`src/hdl/rpnh_pkg.sv`:
```
// rpnh_pkg: shared types and constants for the ray/plane nearest-hit core.
// Used by every module in hdl/; depends on nothing.
`default_nettype none

package rpnh_pkg;

    localparam int COORD_BITS_DEF = 32;
    localparam int FRAC_BITS_DEF  = 16;
    localparam int OBJ_COUNT      = 256;

    localparam int DIST_W    = 31;
    localparam int IDX_W     = 8;
    localparam int CFG_IDX_W = 2;

    localparam logic [DIST_W-1:0] DIST_MAX     = '1;
    localparam logic [DIST_W-1:0] MIN_DIST_RST = DIST_W'(7);

    typedef enum logic [CFG_IDX_W-1:0] {
        REG_CAM_X    = 2'd0,
        REG_CAM_Y    = 2'd1,
        REG_CAM_Z    = 2'd2,
        REG_MIN_DIST = 2'd3
    } t_cfg_reg;

    typedef enum logic [2:0] {
        ST_IDLE,
        ST_MUL,
        ST_DRAIN,
        ST_SETUP,
        ST_DIV,
        ST_UPD,
        ST_EMIT
    } t_state;

    typedef struct packed {
        logic clear;
        logic issue;
        logic sel_b;
    } t_mac_ctl;

    typedef struct packed {
        logic     in_ready;
        t_mac_ctl mac;
        logic     div_start;
        logic     trk_upd;
        logic     out_load;
    } t_ctl;

endpackage

`default_nettype wire

```
`src/hdl/ray_plane_nearest_hit_core.sv`:
```
// ray_plane_nearest_hit_core: top level; sequencer, config registers, nearest-hit
// tracker and output register. Depends on rpnh_pkg, rpnh_mac, rpnh_div.
//
// Usage:
//  - Config channel (i_cfg_valid/o_cfg_ready, index, data) writes camera x/y/z and
//    min_distance; o_cfg_ready is always high. Write only while the core is idle.
//  - Input channel (i_in_valid/o_in_ready) takes one plane word per ray plane;
//    first_of_ray clears the tracker, last_of_ray produces one result word.
//  - Output channel (o_out_valid/i_out_ready) carries hit_found, hit_distance,
//    hit_index from an output register.
//  - One plane at a time: the products go through the shared multiplier, then a drain
//    step and a decision step. A plane that needs the divide then runs a range check on
//    the shared compare/subtract, which ends a saturated divide, else 31 quotient bits;
//    a last plane adds an emit step that waits for a free output register. o_in_ready
//    is high only between planes.
//  - A stalled receiver holds the result; the core accepts the next plane and only
//    waits at the end of a later last plane until the held word is taken.
//  - Synchronous active-low reset: camera 0, min_distance 7, tracker cleared,
//    no result pending.
`default_nettype none

module ray_plane_nearest_hit_core #(
    parameter int COORD_BITS = rpnh_pkg::COORD_BITS_DEF,
    parameter int FRAC_BITS  = rpnh_pkg::FRAC_BITS_DEF
) (
    input  wire logic                             i_clk,
    input  wire logic                             i_rst_n,
    input  wire logic                             i_cfg_valid,
    output logic                                  o_cfg_ready,
    input  wire logic [rpnh_pkg::CFG_IDX_W-1:0]   i_cfg_index,
    input  wire logic [((COORD_BITS > rpnh_pkg::DIST_W) ?
                        COORD_BITS : rpnh_pkg::DIST_W)-1:0] i_cfg_data,
    input  wire logic                             i_in_valid,
    output logic                                  o_in_ready,
    input  wire logic signed [COORD_BITS-1:0]     i_dir_x,
    input  wire logic signed [COORD_BITS-1:0]     i_dir_y,
    input  wire logic signed [COORD_BITS-1:0]     i_dir_z,
    input  wire logic signed [COORD_BITS-1:0]     i_point_x,
    input  wire logic signed [COORD_BITS-1:0]     i_point_y,
    input  wire logic signed [COORD_BITS-1:0]     i_point_z,
    input  wire logic signed [COORD_BITS-1:0]     i_normal_x,
    input  wire logic signed [COORD_BITS-1:0]     i_normal_y,
    input  wire logic signed [COORD_BITS-1:0]     i_normal_z,
    input  wire logic [rpnh_pkg::IDX_W-1:0]       i_object_index,
    input  wire logic                             i_first_of_ray,
    input  wire logic                             i_last_of_ray,
    output logic                                  o_out_valid,
    input  wire logic                             i_out_ready,
    output logic                                  o_hit_found,
    output logic [rpnh_pkg::DIST_W-1:0]           o_hit_distance,
    output logic [rpnh_pkg::IDX_W-1:0]            o_hit_index
);
    import rpnh_pkg::*;

    localparam int CW = COORD_BITS;
    localparam int DW = CW + 1;
    localparam int AW = 2 * CW + 3;

    t_state r_state;
    t_state n_state;
    t_ctl   w_ctl;

    logic signed [CW-1:0] r_cam [3];
    logic [DIST_W-1:0]    r_min_dist;

    logic signed [CW-1:0] w_pt  [3];
    logic signed [CW-1:0] w_dir [3];
    logic signed [CW-1:0] w_nrm [3];

    logic signed [DW-1:0] r_diff [3];
    logic signed [CW-1:0] r_dir  [3];
    logic signed [CW-1:0] r_nrm  [3];
    logic [IDX_W-1:0]     r_idx;
    logic                 r_last;

    logic [1:0]           r_k;
    logic                 r_half;
    logic                 r_hit_ok;

    logic signed [DW-1:0] w_op_x;
    logic signed [CW-1:0] w_op_y;
    logic signed [AW-1:0] w_acc_a;
    logic signed [AW-1:0] w_acc_b;

    logic                 w_accept;
    logic                 w_idx_ok;
    logic                 w_hit_ok;
    logic                 w_div_done;
    logic [DIST_W-1:0]    w_t;
    logic                 w_take;
    logic                 w_out_free;

    logic [DIST_W-1:0]    r_best_dist;
    logic [IDX_W-1:0]     r_best_idx;
    logic                 r_best_vld;

    logic                 r_out_valid;
    logic                 r_out_found;
    logic [DIST_W-1:0]    r_out_dist;
    logic [IDX_W-1:0]     r_out_idx;

    assign w_pt[0]  = i_point_x;
    assign w_pt[1]  = i_point_y;
    assign w_pt[2]  = i_point_z;
    assign w_dir[0] = i_dir_x;
    assign w_dir[1] = i_dir_y;
    assign w_dir[2] = i_dir_z;
    assign w_nrm[0] = i_normal_x;
    assign w_nrm[1] = i_normal_y;
    assign w_nrm[2] = i_normal_z;

    assign o_cfg_ready = 1'b1;
    assign o_in_ready  = w_ctl.in_ready;
    assign w_accept    = i_in_valid && w_ctl.in_ready;
    assign w_out_free  = !r_out_valid || i_out_ready;

    // config registers
    always_ff @(posedge i_clk) begin
        if (!i_rst_n) begin
            r_cam[0]   <= '0;
            r_cam[1]   <= '0;
            r_cam[2]   <= '0;
            r_min_dist <= MIN_DIST_RST;
        end else if (i_cfg_valid) begin
            unique case (t_cfg_reg'(i_cfg_index))
                REG_CAM_X:    r_cam[0]   <= i_cfg_data[CW-1:0];
                REG_CAM_Y:    r_cam[1]   <= i_cfg_data[CW-1:0];
                REG_CAM_Z:    r_cam[2]   <= i_cfg_data[CW-1:0];
                REG_MIN_DIST: r_min_dist <= i_cfg_data[DIST_W-1:0];
                default:      r_min_dist <= r_min_dist;
            endcase
        end
    end

    // input word capture; camera minus point formed on the way in
    always_ff @(posedge i_clk) begin
        if (w_accept) begin
            for (int i = 0; i < 3; i++) begin
                r_diff[i] <= DW'(r_cam[i]) - DW'(w_pt[i]);
                r_dir[i]  <= w_dir[i];
                r_nrm[i]  <= w_nrm[i];
            end
            r_idx  <= i_object_index;
            r_last <= i_last_of_ray;
        end
    end

    // next state
    always_comb begin
        n_state = r_state;
        unique case (r_state)
            ST_IDLE:  if (i_in_valid) n_state = ST_MUL;
            ST_MUL:   if (r_half && r_k == 2'd2) n_state = ST_DRAIN;
            ST_DRAIN: n_state = ST_SETUP;
            ST_SETUP: n_state = w_hit_ok ? ST_DIV : ST_UPD;
            ST_DIV:   if (w_div_done) n_state = ST_UPD;
            ST_UPD:   n_state = r_last ? ST_EMIT : ST_IDLE;
            ST_EMIT:  if (w_out_free) n_state = ST_IDLE;
            default:  n_state = ST_IDLE;
        endcase
    end

    // sequencer outputs
    always_comb begin
        w_ctl           = '0;
        w_ctl.mac.sel_b = r_half;
        unique case (r_state)
            ST_IDLE: begin
                w_ctl.in_ready  = 1'b1;
                w_ctl.mac.clear = i_in_valid;
            end
            ST_MUL:   w_ctl.mac.issue = 1'b1;
            ST_SETUP: w_ctl.div_start = w_hit_ok;
            ST_UPD:   w_ctl.trk_upd   = 1'b1;
            ST_EMIT:  w_ctl.out_load  = w_out_free;
            default:  w_ctl.in_ready  = 1'b0;
        endcase
    end

    always_ff @(posedge i_clk) begin
        if (!i_rst_n) begin
            r_state <= ST_IDLE;
            r_k     <= '0;
            r_half  <= 1'b0;
        end else begin
            r_state <= n_state;
            if (w_accept) begin
                r_k    <= '0;
                r_half <= 1'b0;
            end else if (w_ctl.mac.issue) begin
                if (r_k == 2'd2) begin
                    r_k    <= '0;
                    r_half <= ~r_half;
                end else begin
                    r_k <= r_k + 2'd1;
                end
            end
        end
    end

    // a terms: (camera - point) * normal; b terms: dir * normal
    assign w_op_x = r_half ? DW'(r_dir[r_k]) : r_diff[r_k];
    assign w_op_y = r_nrm[r_k];

    rpnh_mac #(
        .CW (CW)
    ) u_mac (
        .i_clk   (i_clk),
        .i_rst_n (i_rst_n),
        .i_ctl   (w_ctl.mac),
        .i_op_x  (w_op_x),
        .i_op_y  (w_op_y),
        .o_acc_a (w_acc_a),
        .o_acc_b (w_acc_b)
    );

    assign w_idx_ok = 32'(r_idx) < OBJ_COUNT;
    assign w_hit_ok = w_idx_ok && (w_acc_a != '0) && (w_acc_b != '0)
                      && (w_acc_a[AW-1] != w_acc_b[AW-1]);

    always_ff @(posedge i_clk) begin
        if (r_state == ST_SETUP) begin
            r_hit_ok <= w_hit_ok;
        end
    end

    rpnh_div #(
        .AW        (AW),
        .FRAC_BITS (FRAC_BITS)
    ) u_div (
        .i_clk   (i_clk),
        .i_rst_n (i_rst_n),
        .i_start (w_ctl.div_start),
        .i_num   (w_acc_a),
        .i_den   (w_acc_b),
        .o_done  (w_div_done),
        .o_quot  (w_t)
    );

    assign w_take = r_hit_ok && (w_t > r_min_dist)
                    && (!r_best_vld || (w_t < r_best_dist));

    // nearest-hit tracker
    always_ff @(posedge i_clk) begin
        if (!i_rst_n) begin
            r_best_dist <= DIST_MAX;
            r_best_idx  <= '0;
            r_best_vld  <= 1'b0;
        end else if ((w_accept && i_first_of_ray) || w_ctl.out_load) begin
            r_best_dist <= DIST_MAX;
            r_best_idx  <= '0;
            r_best_vld  <= 1'b0;
        end else if (w_ctl.trk_upd && w_take) begin
            r_best_dist <= w_t;
            r_best_idx  <= r_idx;
            r_best_vld  <= 1'b1;
        end
    end

    // output register
    always_ff @(posedge i_clk) begin
        if (!i_rst_n) begin
            r_out_valid <= 1'b0;
        end else if (w_ctl.out_load) begin
            r_out_valid <= 1'b1;
        end else if (i_out_ready) begin
            r_out_valid <= 1'b0;
        end
    end

    always_ff @(posedge i_clk) begin
        if (w_ctl.out_load) begin
            r_out_found <= r_best_vld;
            r_out_dist  <= r_best_vld ? r_best_dist : DIST_MAX;
            r_out_idx   <= r_best_vld ? r_best_idx : '0;
        end
    end

    assign o_out_valid    = r_out_valid;
    assign o_hit_found    = r_out_found;
    assign o_hit_distance = r_out_dist;
    assign o_hit_index    = r_out_idx;

endmodule

`default_nettype wire

```
`src/hdl/rpnh_mac.sv`:
```
// rpnh_mac: shared signed multiplier with registered product and two dot-product
// accumulators (a and b). Depends on rpnh_pkg.
`default_nettype none

module rpnh_mac #(
    parameter int CW = rpnh_pkg::COORD_BITS_DEF
) (
    input  wire logic                  i_clk,
    input  wire logic                  i_rst_n,
    input  wire rpnh_pkg::t_mac_ctl    i_ctl,
    input  wire logic signed [CW:0]    i_op_x,
    input  wire logic signed [CW-1:0]  i_op_y,
    output logic signed [2*CW+2:0]     o_acc_a,
    output logic signed [2*CW+2:0]     o_acc_b
);
    import rpnh_pkg::*;

    localparam int PW = 2 * CW + 1;
    localparam int AW = PW + 2;

    logic signed [PW-1:0] w_prod;
    logic signed [PW-1:0] r_prod;
    logic                 r_pvld;
    logic                 r_psel;
    logic signed [AW-1:0] r_acc_a;
    logic signed [AW-1:0] r_acc_b;

    assign w_prod = i_op_x * i_op_y;

    always_ff @(posedge i_clk) begin
        if (!i_rst_n) begin
            r_pvld <= 1'b0;
        end else begin
            r_pvld <= i_ctl.issue;
        end
    end

    always_ff @(posedge i_clk) begin
        if (i_ctl.issue) begin
            r_prod <= w_prod;
            r_psel <= i_ctl.sel_b;
        end
        if (i_ctl.clear) begin
            r_acc_a <= '0;
            r_acc_b <= '0;
        end else if (r_pvld) begin
            if (r_psel) begin
                r_acc_b <= r_acc_b + AW'(r_prod);
            end else begin
                r_acc_a <= r_acc_a + AW'(r_prod);
            end
        end
    end

    assign o_acc_a = r_acc_a;
    assign o_acc_b = r_acc_b;

endmodule

`default_nettype wire

```
`src/hdl/rpnh_div.sv`:
```
// rpnh_div: radix-2 restoring divider, t = floor(|num| * 2^FRAC / |den|), saturated
// to DIST_MAX. One shared compare/subtract, one quotient bit per cycle. Depends on rpnh_pkg.
`default_nettype none

module rpnh_div #(
    parameter int AW        = 2 * rpnh_pkg::COORD_BITS_DEF + 3,
    parameter int FRAC_BITS = rpnh_pkg::FRAC_BITS_DEF
) (
    input  wire logic                      i_clk,
    input  wire logic                      i_rst_n,
    input  wire logic                      i_start,
    input  wire logic signed [AW-1:0]      i_num,
    input  wire logic signed [AW-1:0]      i_den,
    output logic                           o_done,
    output logic [rpnh_pkg::DIST_W-1:0]    o_quot
);
    import rpnh_pkg::*;

    localparam int NW    = AW + FRAC_BITS;
    localparam int CNT_W = $clog2(DIST_W);

    logic [AW-1:0]     w_num_u;
    logic [AW-1:0]     w_den_u;
    logic [AW-1:0]     w_mag_n;
    logic [AW-1:0]     w_mag_d;
    logic [NW-1:0]     w_wide;
    logic [AW:0]       w_cmp_a;
    logic [AW:0]       w_diff;
    logic              w_ge;

    logic              r_busy;
    logic              r_chk;
    logic              r_done;
    logic [CNT_W-1:0]  r_cnt;
    logic [AW-1:0]     r_rem;
    logic [AW-1:0]     r_den;
    logic [DIST_W-1:0] r_nlo;
    logic [DIST_W-1:0] r_q;
    logic              r_sat;

    assign w_num_u = i_num;
    assign w_den_u = i_den;
    assign w_mag_n = w_num_u[AW-1] ? (~w_num_u + AW'(1)) : w_num_u;
    assign w_mag_d = w_den_u[AW-1] ? (~w_den_u + AW'(1)) : w_den_u;
    assign w_wide  = {w_mag_n, {FRAC_BITS{1'b0}}};

    // check cycle: rem >= den means quotient needs more than DIST_W bits
    assign w_cmp_a = r_chk ? {1'b0, r_rem} : {r_rem, r_nlo[DIST_W-1]};
    assign w_ge    = w_cmp_a >= {1'b0, r_den};
    assign w_diff  = w_cmp_a - {1'b0, r_den};

    always_ff @(posedge i_clk) begin
        if (!i_rst_n) begin
            r_busy <= 1'b0;
            r_chk  <= 1'b0;
            r_done <= 1'b0;
            r_cnt  <= '0;
        end else begin
            r_done <= 1'b0;
            if (i_start) begin
                r_busy <= 1'b1;
                r_chk  <= 1'b1;
                r_cnt  <= '0;
            end else if (r_busy) begin
                if (r_chk) begin
                    r_chk <= 1'b0;
                    if (w_ge) begin
                        r_busy <= 1'b0;
                        r_done <= 1'b1;
                    end
                end else begin
                    r_cnt <= r_cnt + CNT_W'(1);
                    if (r_cnt == CNT_W'(DIST_W - 1)) begin
                        r_busy <= 1'b0;
                        r_done <= 1'b1;
                    end
                end
            end
        end
    end

    always_ff @(posedge i_clk) begin
        if (i_start) begin
            r_rem <= AW'(w_wide[NW-1:DIST_W]);
            r_nlo <= w_wide[DIST_W-1:0];
            r_den <= w_mag_d;
            r_q   <= '0;
            r_sat <= 1'b0;
        end else if (r_busy) begin
            if (r_chk) begin
                r_sat <= w_ge;
            end else begin
                r_rem <= w_ge ? w_diff[AW-1:0] : w_cmp_a[AW-1:0];
                r_nlo <= {r_nlo[DIST_W-2:0], 1'b0};
                r_q   <= {r_q[DIST_W-2:0], w_ge};
            end
        end
    end

    assign o_done = r_done;
    assign o_quot = r_sat ? DIST_MAX : r_q;

endmodule

`default_nettype wire

```
`config.mk`:
```
export PLATFORM = sky130hd
export DESIGN_NAME = ray_plane_nearest_hit_core
export DESIGN_NICKNAME = d
export VERILOG_FILES = /design/src/hdl/rpnh_pkg.sv /design/src/hdl/ray_plane_nearest_hit_core.sv /design/src/hdl/rpnh_mac.sv /design/src/hdl/rpnh_div.sv
export SDC_FILE = /design/constraint.sdc
export NUM_CORES = 2
export LEC_CHECK = 0
export BUFFER_PORTS_ARGS = -buffer_cell sky130_fd_sc_hd__buf_4
export CAP_MARGIN = 5
export CELL_PAD_IN_SITES_DETAIL_PLACEMENT = 0
export CELL_PAD_IN_SITES_GLOBAL_PLACEMENT = 1
export CORE_MARGIN = 4
export CORE_UTILIZATION = 40
export CTS_BUF_LIST = sky130_fd_sc_hd__clkbuf_8
export DETAILED_ROUTE_END_ITERATION = 7
export GPL_ROUTABILITY_DRIVEN = 1
export PLACE_DENSITY = 0.78
export SETUP_SLACK_MARGIN = 0.1
export SYNTH_ARGS = -nofsm -noshare
export SYNTH_HDL_FRONTEND = slang
export SYNTH_HIERARCHICAL = 1
export SYNTH_SLANG_ARGS = --single-unit
```
`constraint.sdc`:
```
create_clock -name i_clk -period 10.8 [get_ports i_clk]
set_input_delay 1.62 -clock i_clk [delete_from_list [all_inputs] [get_ports i_clk]]
set_output_delay 1.62 -clock i_clk [all_outputs]
set_load 0.05 [all_outputs]
```
==> metrics.log <==
[metrics] Worst R2R Start: r_half
[metrics] clock tree from TritonCTS: done
[metrics] initial antenna violation count: 13
[metrics] total iterations of the first detailed-routing run: 8
[metrics] Max-Cap Viols: 0
[metrics] clock tree root driver cell: clkbuf_8
[metrics] share of flip-flops with an asynchronous set or reset: 0
[metrics] largest fanout on the critical path: 38
[metrics] Top FF cell, synth: edfxtp_1
[metrics] Ys Warns: 6
[metrics] Clk pin slew, worst setup/hold paths: 0.06 ns
[metrics] Post-Syn Instances: 9733
[metrics] final hold violation count: 0
[metrics] area added between synthesis and finish: 10.7%
[metrics] maximum clock insertion buffer count: 3
[metrics] clock network latency to the later pin of the worst-skew pair: 0.97 ns
[metrics] area of the placeable core: 230000 um^2
[metrics] vias per cell: 5.45
[metrics] total DRC errors in the routed layout: 0
[metrics] critical path class: flip-flop to flip-flop
[metrics] post-synth net total: 11700
[metrics] number of non-filler instances in the completed layout: 13100
[metrics] Die Footprint: 240000 um^2
[metrics] buffer count from post-CTS setup fixing: 0
[metrics] highest clock rate: 0.0987 GHz
[metrics] Die X-Extent: 490 um
[metrics] kind of start point of the critical path: flip-flop
[metrics] number of setup violations in the final report: 0
[metrics] Clock Sink Count: 907
[metrics] largest net degree at the start of global routing: 138
[metrics] post-layout util: 0.446
[metrics] most frequent cells after synthesis: 1328 x inv_1, 1214 x nand2_1, 1118 x fa_1, 637 x edfxtp_1, 593 x a21oi_1
[metrics] antenna violation net count after detailed routing: 0
[metrics] Critical path origin: r_half
[metrics] run status: complete, no violations
[metrics] combined area of all synthesized cells: 92800 um^2
[metrics] RSZ-0062 raised after global routing: false
[metrics] Register-to-Register Path Depth: 29
[metrics] Required @ worst endpoint: 11.49 ns
[metrics] total negative setup slack: 0 ns
[metrics] global placement routability congestion: 0.967
[metrics] share of post-route cells with drive strength above 1: 0.104
[metrics] Port Buffer Count: 378
[metrics] relative max-transition margin: 0.245
[metrics] number of global-route vias before repair: 74600
[metrics] Ports: 380
[metrics] wire length of the first global-routing pass: 446000 um
[metrics] Post-synth EDFFs: 637
[metrics] area fraction of the dominant cell type after synthesis: 0.241
[metrics] H-tree depth: 4
[metrics] largest incremental delay on the critical path: 0.82 ns
[metrics] hold_buf cts: 0
[metrics] detailed placement HPWL: 233000 um
[metrics] Mapped Avg Cell Area: 9.53 um^2
[metrics] Layout Skew: 0.0619 ns
[metrics] cells resized by post-CTS repair: 0
[metrics] total instance count after detailed placement: 12800
[metrics] critical path arrival: 10.83 ns
[metrics] total clock buffers created by CTS: 164
[metrics] synth unique cells: 109
[metrics] post-DR wirelength/cell: 22.2 um
[metrics] register-to-register setup slack: 0.67 ns
[metrics] post-synthesis cell type with the largest combined area: fa_1
[metrics] wirelength, routed: 291000 um
[metrics] shortest period the worst path allows: 10.13 ns
[metrics] most area-consuming cells after synthesis: fa_1 24%, edfxtp_1 21%, ha_1 7.4%
[metrics] Hold Crit Depth: 2
[metrics] y dimension of the die: 490 um
[metrics] type of destination of the critical path: flip-flop
[metrics] library cell contributing the largest single delay on the critical path: a21oi_2
[metrics] number of DRC markers after the initial detailed-route iteration: 5857
[metrics] end of the worst register-to-register path: u_mac/r_prod[55]
[metrics] Total Nets Final: 12000
[metrics] portion of the clock cycle consumed by the worst path in the final layout: 0.938
[metrics] Total Routing Usage GR: 0.241
[metrics] number of flip-flops and latches in the synthesized netlist: 907
[metrics] Site Rows: 176
[metrics] sequential area share after synthesis: 0.264
[metrics] Worst path most repeated cell: fa_1
[metrics] initial cell density of the core: 0.403
[metrics] least setup slack across all paths after layout: 0.669 ns
[metrics] setup slack at placement: 0.659 ns
[metrics] cell with the most instances after synthesis: inv_1
[metrics] Max Slew Vio Count: 0
[metrics] overall via count from detail_route: 71600
[metrics] Worst Tran Pin Value: 1.13 ns
[metrics] type of the tightest min-delay check: flip-flop to flip-flop
[metrics] end point of the critical path: u_mac/r_prod[55]
[metrics] gr ovfl total: 0
worst max-delay path: cells and delay by family, from the launching register on:
kind | cells | cell delay [ns]
flip-flops | 1 | 0.70
AO/OA/AOI/OAI | 9 | 2.91
AND/OR/NAND/NOR | 3 | 0.72
buffers and inverters | 7 | 1.07
adder cells (fa/ha/maj) | 9 | 4.26
multiplexers | 1 | 0.14
kinds of logic (layout without fill, tap and decap cells):
logic type | after synthesis | after routing | share of synthesized area
simple gates | 2894 | 2894 | 0.153
compound gates | 1810 | 1810 | 0.124
buf+inv | 1803 | 2160 | 0.0734
fa+ha+maj | 1664 | 1664 | 0.315
flops | 907 | 907 | 0.264
xor+xnor | 443 | 443 | 0.0418
mux | 211 | 211 | 0.0280
other cells | 1 | 9 | 0.0000404
how the worst min path moves through the flow:
stage / from / to / slack [ns]
4_1_cts: u_div/r_q[2] / u_div/r_q[3] / 0.46
3_3_place_gp: u_div/r_q[30] / u_div/r_q[30] / 0.44
6_report: u_div/r_q[30] / u_div/r_q[30] / 0.46
5_1_grt: u_div/r_q[30] / u_div/r_q[30] / 0.48
3_5_place_dp: u_div/r_q[30] / u_div/r_q[30] / 0.45
2_1_floorplan: u_div/r_q[30] / u_div/r_q[30] / 0.43
flip-flops by register name, summed over array words and instances, names as in the netlist, 15 cells and up, named ones only:
register,flops
u_mac/r_prod,65
r_min_dist,31
u_div/r_rem,67
r_cam,96
r_best_dist,31
r_dir,96
r_nrm,96
u_div/r_den,67
u_mac/o_acc_b,67
u_div/r_q,31
u_mac/o_acc_a,67
o_hit_distance,31
u_div/r_nlo,15
r_diff,99
placed cells by master, fill, tap and decap left out, types with 121 or more instances in the layout:
master and count:
fa_1 1118, nand2_1 1211, o21ai_0 277, nor2_1 326, ha_1 546, nand3_1 121, xor2_1 155, a21oi_1 561
edfxtp_1 637, dfxtp_1 264, buf_4 521, and2_1 590, xnor2_1 288, a21o_1 254, clkbuf_8 179, inv_1 1383
area by class of cell:
cell class	count	area, um^2
timing repair buffer	530	4090
sequential	907	24500
tap	3026	3790
clock inverter	121	867
fill	22200	128000
multi-input combinational	7023	61900
clock buffer	179	2460
inverter	1330	4990
antenna	8	20.0
per-layer routing:
layer	wire, um	vias up	track usage
li1	-	33000	-
met1	128000	35500	0.330
met2	132000	2570	0.381
met3	20100	546	0.0475
met4	11800	6	0.0879
met5	34	-	0
metrics by stage:
| stage | instance area [um^2] | hold slack [ns] |
|---|---|---|
| after floorplan | 92800 | 0.431 |
| after global placement | 99300 | 0.445 |
| after detailed placement | 99300 | 0.454 |
| after CTS | 103000 | 0.462 |
| after global routing | 103000 | 0.477 |
| final | 103000 | 0.460 |
Power is left out: the tool's default activity adds up to more than one toggle a clock period on the data nets, which glitch-free logic cannot reach.
